===== src/hdl/sbrpm_pkg.sv =====
`timescale 1ns / 1ps
// Shared constants, widths and control types of the stereo RMS and peak meter.
package sbrpm_pkg;

  localparam int unsigned WORD_W         = 32;  // raw input word
  localparam int unsigned SAMP_W         = 24;  // signed sample, word[31:8]
  localparam int unsigned SAMP_SHIFT     = 8;
  localparam int unsigned SQR_W          = 2 * SAMP_W - 1;  // square of a sample
  localparam int unsigned CNT_W          = 9;   // frame count, up to 256
  localparam int unsigned SUM_W          = 32;
  localparam int unsigned SQ_W           = 56;
  localparam int unsigned SQ_SPLIT       = 28;  // n * sumsq is done in two halves
  localparam int unsigned PROD_W         = 64;
  localparam int unsigned NN_W           = 2 * CNT_W;  // n * n
  localparam int unsigned ROOT_W         = PROD_W / 2;
  localparam int unsigned MAX_FRAMES_DEF = 256;

  localparam int unsigned IN_TDATA_W  = 2 * WORD_W;
  localparam int unsigned OUT_FIELD_W = 4 * SAMP_W + CNT_W;
  localparam int unsigned OUT_TDATA_W = ((OUT_FIELD_W + 7) / 8) * 8;
  localparam int unsigned OUT_PAD_W   = OUT_TDATA_W - OUT_FIELD_W;

  localparam logic CH_LEFT  = 1'b0;
  localparam logic CH_RIGHT = 1'b1;

  typedef struct packed {
    logic accept;      // input transfer this cycle
    logic ch;          // channel under computation
    logic pre0;        // mag^2, n * sumsq low half, n * n
    logic pre1;        // n * sumsq high half
    logic pre2;        // join the halves
    logic pre3;        // subtract and clamp
    logic div_start;
    logic sqrt_start;
    logic take_rms;
    logic load_out;
    logic clear;
  } cmd_t;

  typedef struct packed {
    logic div_done;
    logic sqrt_done;
  } status_t;

endpackage


===== src/hdl/sbrpm_ctrl.sv =====
`timescale 1ns / 1ps
// Controller: frame intake, per-channel RMS sequence and result handshake.
module sbrpm_ctrl (
  input  logic               clk_i,
  input  logic               rst_ni,
  input  logic               in_valid_i,
  input  logic               in_last_i,
  output logic               in_ready_o,
  output logic               out_valid_o,
  input  logic               out_ready_i,
  input  sbrpm_pkg::status_t status_i,
  output sbrpm_pkg::cmd_t    cmd_o
);

  import sbrpm_pkg::*;

  localparam logic [3:0] S_RUN   = 4'd0;
  localparam logic [3:0] S_DRAIN = 4'd1;
  localparam logic [3:0] S_PRE0  = 4'd2;
  localparam logic [3:0] S_PRE1  = 4'd3;
  localparam logic [3:0] S_PRE2  = 4'd4;
  localparam logic [3:0] S_PRE3  = 4'd5;
  localparam logic [3:0] S_DIVGO = 4'd6;
  localparam logic [3:0] S_DIVW  = 4'd7;
  localparam logic [3:0] S_SQGO  = 4'd8;
  localparam logic [3:0] S_SQW   = 4'd9;
  localparam logic [3:0] S_HOLD  = 4'd10;

  logic [3:0] state_q, state_d;
  logic       ch_q, ch_d;
  logic       out_valid_q, out_valid_d;
  logic       accept, load;

  assign in_ready_o = (state_q == S_RUN);
  assign accept     = in_valid_i && in_ready_o;
  assign load       = (state_q == S_HOLD) && (!out_valid_q || out_ready_i);

  always_comb begin
    state_d = state_q;
    ch_d    = ch_q;
    unique case (state_q)
      S_RUN: begin
        if (accept && in_last_i) begin
          state_d = S_DRAIN;
        end
      end
      S_DRAIN: begin
        state_d = S_PRE0;
        ch_d    = CH_LEFT;
      end
      S_PRE0:  state_d = S_PRE1;
      S_PRE1:  state_d = S_PRE2;
      S_PRE2:  state_d = S_PRE3;
      S_PRE3:  state_d = S_DIVGO;
      S_DIVGO: state_d = S_DIVW;
      S_DIVW: begin
        if (status_i.div_done) begin
          state_d = S_SQGO;
        end
      end
      S_SQGO:  state_d = S_SQW;
      S_SQW: begin
        if (status_i.sqrt_done) begin
          if (ch_q == CH_LEFT) begin
            ch_d    = CH_RIGHT;
            state_d = S_PRE0;
          end else begin
            state_d = S_HOLD;
          end
        end
      end
      S_HOLD: begin
        if (load) begin
          state_d = S_RUN;
        end
      end
      default: state_d = S_RUN;
    endcase
  end

  always_comb begin
    priority if (load) begin
      out_valid_d = 1'b1;
    end else if (out_ready_i) begin
      out_valid_d = 1'b0;
    end else begin
      out_valid_d = out_valid_q;
    end
  end

  always_ff @(posedge clk_i or negedge rst_ni) begin
    if (!rst_ni) begin
      state_q     <= S_RUN;
      ch_q        <= CH_LEFT;
      out_valid_q <= 1'b0;
    end else begin
      state_q     <= state_d;
      ch_q        <= ch_d;
      out_valid_q <= out_valid_d;
    end
  end

  always_comb begin
    cmd_o            = '0;
    cmd_o.accept     = accept;
    cmd_o.ch         = ch_q;
    cmd_o.pre0       = (state_q == S_PRE0);
    cmd_o.pre1       = (state_q == S_PRE1);
    cmd_o.pre2       = (state_q == S_PRE2);
    cmd_o.pre3       = (state_q == S_PRE3);
    cmd_o.div_start  = (state_q == S_DIVGO);
    cmd_o.sqrt_start = (state_q == S_SQGO);
    cmd_o.take_rms   = (state_q == S_SQW) && status_i.sqrt_done;
    cmd_o.load_out   = load;
    cmd_o.clear      = load;
  end

  assign out_valid_o = out_valid_q;

endmodule


===== config.mk =====
export PLATFORM = sky130hd
export DESIGN_NAME = sbrpm_ctrl
export DESIGN_NICKNAME = d
export VERILOG_FILES = /design/src/hdl/sbrpm_pkg.sv /design/src/hdl/sbrpm_ctrl.sv
export SDC_FILE = /design/constraint.sdc
export NUM_CORES = 1
export LEC_CHECK = 0
export ABC_AREA = 1
export BUFFER_PORTS_ARGS = -buffer_cell sky130_fd_sc_hd__buf_4
export CAP_MARGIN = 20
export CORE_MARGIN = 4
export CORE_UTILIZATION = 35
export CTS_CLUSTER_DIAMETER = 40
export DETAILED_ROUTE_END_ITERATION = 6
export GPL_TIMING_DRIVEN = 0
export PLACE_DENSITY = 0.64
export SETUP_SLACK_MARGIN = 0.4
export SYNTH_ARGS = -nofsm -noshare
export SYNTH_HDL_FRONTEND = slang
export SYNTH_SLANG_ARGS = --single-unit

===== constraint.sdc =====
create_clock -name clk_i -period 2.8 [get_ports clk_i]
set_clock_uncertainty 0.05 [all_clocks]
set_input_delay 0.14 -clock clk_i [delete_from_list [all_inputs] [get_ports clk_i]]
set_output_delay 0.14 -clock clk_i [all_outputs]
set_load 0.05 [all_outputs]

==> summary.md <==
| Metric | Value |
|---|---|
| Most used DFF post-synth | dfrtp_1 |
| Initial Utilization | 37.1% |
| Reg2Reg Depth | 6 |
| Required @ worst endpoint | 2610 ps |
| Standard-cell rows | 13 |
| Reg2Reg Capture Point | state_q[0] |
| Ant diodes | 0 |
| Pwr/cell area | 1200 nW/um^2 |
| Overall power | 0.803 mW |
| H-tree Lvls | 1 |
| Sequential fraction of the synthesis area | 31.5% |
| Crit path capture type | output pin |
| Number of synthesized flops with an enable pin | 0 |
| Synth Net Count | 80 |
| Max frequency | 0.628 GHz |
| Worst hold path class | in -> reg |
| Vert. Die Dim | 44.9 um |
| Total Wirelength | 1.05 mm |
| DIE AREA | 2020 um^2 |
| Initial antenna violation count | 0 |
| Beginning of the worst hold path | out_ready_i |
| CP startpoint kind | flip-flop |
| MaxCap Viol Count | 0 |
| Relative slew margins | 84.6% |
| Ranking of synthesized cells by area | dfrtp_1 (31%), nand2_1 (10%), inv_1 (9.4%), nor2_1 (9.4%), buf_4 (6.3%) |
| P_leak | 0.405 nW |
| Clk buf depth | 2 |
| Port Buffers | 19 |
| Global-route wire length before repair | 1.68 mm |
| Residual antenna-violating net count after detailed routing | 0 |
| Unrepaired setup endpoints after global routing | no |
| Peak supply drop | 0.000443 V |
| Fin Setup TNS | 0 ps |
| R2r startpoint | state_q[2] |
| Drt pass-1 iters | 4 |
| Asr flop ratio synth | 100% |
| Worst EP arrival | 1400 ps |
| Clk_lat worst skew | 240 ps |
| Total GRT Usage | 11.2% |
| Yosys warns | 0 |
| Hold path depth | 2 |
| Initial detailed-routing violation count | 7 |
| Layout Nets | 105 |
| Yosys reg bits | 6 |
| Vias | 493 |
| Actual slew at the worst max-slew pin | 229 ps |
| Die X | 44.9 um |
| CTS clock-pin slew for the worst setup and hold paths | 40 ps |
| Grt total ovfl | 0 |
| Final hold viol count | 0 |
| WL/cell | 9.42 um |
| Yosys top cell by area | dfrtp_1 |
| Hold Path End | out_valid_o |
| # IOs | 20 |
| Fraction of layout cells with a size suffix above 1 | 41.7% |
| Number of vias per cell | 4.44 |
| Post-synth top cells | nand2_1 (13), inv_1 (12), nor2_1 (12), dfrtp_1 (6), inv_2 (5) |
| Period utilisation layout | 56.9% |
| Yosys cell types | 17 |
| Routability Congestion | 0.778 |
| Fin crit period | 1590 ps |
| Post-Syn Instances | 73 |
| Area grow syn2layout | 40.7% |
| Setup violations, final | 0 |
| Reg2reg setup slack | 1540 ps |
| Synth Cell Area | 477 um^2 |
| CTS root buf | clkbuf_4 |
| Synth Area per Inst | 6.53 um^2 |
| Most frequent cell after synthesis | nand2_1 |
| Vias in the first global route | 438 |
| CTS tree | yes |
| Status | complete, no violations |
| CORE AREA | 1280 um^2 |
| Worst setup path class | reg -> out |
| Drt drc | 0 |
| Synth top area share | 31.5% |
| Largest net degree at the start of global routing | 7 |
| CTS Buf Count | 3 |
| Sink Count | 6 |
| DP HPWL | 904 um |
| Final Max Slew Viols | 0 |
| Maximum fanout along the worst path | 5 |
==> final cells by class <==
cell class	instances	area (um^2)
fill	145	614
multi-input combinational	46	233
timing repair buffer	20	153
sequential	6	150
inverter	17	63.8
buffer	4	30.0
clock buffer	3	22.5
tap	15	18.8
==> report_power, final <==
group | internal, mW | total, mW | switching (mW) | leakage (nW)
clock | 0.0483 | 0.0765 | 0.0282 | 0.0138
sequential | 0.125 | 0.172 | 0.0470 | 0.0777
combinational | 0.175 | 0.554 | 0.380 | 0.314
total | 0.348 | 0.803 | 0.455 | 0.405
==> cells in the final DEF (no fill, tap or decap), types with 3 or more instances in the layout <==
| master | instances |
|---|---|
| buf_4 | 23 |
| clkbuf_4 | 3 |
| dfrtp_1 | 6 |
| inv_1 | 12 |
| inv_2 | 5 |
| nand2_1 | 13 |
| nand3_1 | 3 |
| nor2_1 | 12 |
| nor2_2 | 3 |
| o21ai_0 | 3 |
==> metal layers <==
metal  part of all wire, %  GRT usage [%]  vias to the layer above
li1                      -              -                      263
met1                    46           15.0                      212
met2                    44           18.1                       16
met3                   8.4           1.20                        2
met4                   1.1           5.26                        0
met5                     0              0                        -
==> what timing repair did <==
action	CTS	global route
endpoints found under the hold margin	6	0
buffers inserted	0	0
resized for setup	0	0
hold buffers	1	0
==> worst max-delay path, cell delays in order (launching register included) <==
cell     delay, ps
dfrtp_1        420
inv_1           70
nor2_2         160
nand2_1         90
nor2_1         130
buf_4          120
buf_4          180
==> state kept, by name, indices dropped and copies added (netlist names) <==
signal       cells
out_valid_o      1
ch_q             1
state_q          4
==> cells by family (layout without fill, tap and decap cells) <==
family                 Yosys count  after routing  synth area share [%]
flip-flops                       6              6                  31.5
buffers and inverters           21             44                  19.7
AND/OR/NAND/NOR                 38             38                  38.8
AO/OA/AOI/OAI                    8              8                  9.97
==> metrics by stage <==
| stage | utilization, % | hold slack (ps) | cells | area [um^2] | setup WS [ps] |
|---|---|---|---|---|---|
| final | 52.2 | 53.1 | 111 | 671 | 1210 |
| after global routing | 52.2 | 58.3 | 111 | 671 | 1110 |
| after CTS | 52.2 | 53.0 | 111 | 671 | 1190 |
| after detailed placement | 49.7 | -97.2 | 107 | 638 | 1460 |
| after global placement | 49.7 | -98.3 | 107 | 638 | 1460 |
| after floorplan | - | -206 | 73 | 477 | 1270 |
==> how the worst max path moves through the flow <==
stage                     from  slack [ps]       end
floorplan           state_q[2]        1270  cmd_o[8]
global route        state_q[1]        1110  cmd_o[1]
CTS                 state_q[1]        1190  cmd_o[0]
finish              state_q[1]        1210  cmd_o[0]
global placement    state_q[0]        1460  cmd_o[1]
detailed placement  state_q[0]        1460  cmd_o[0]
(Power assumes the default switching activity.)
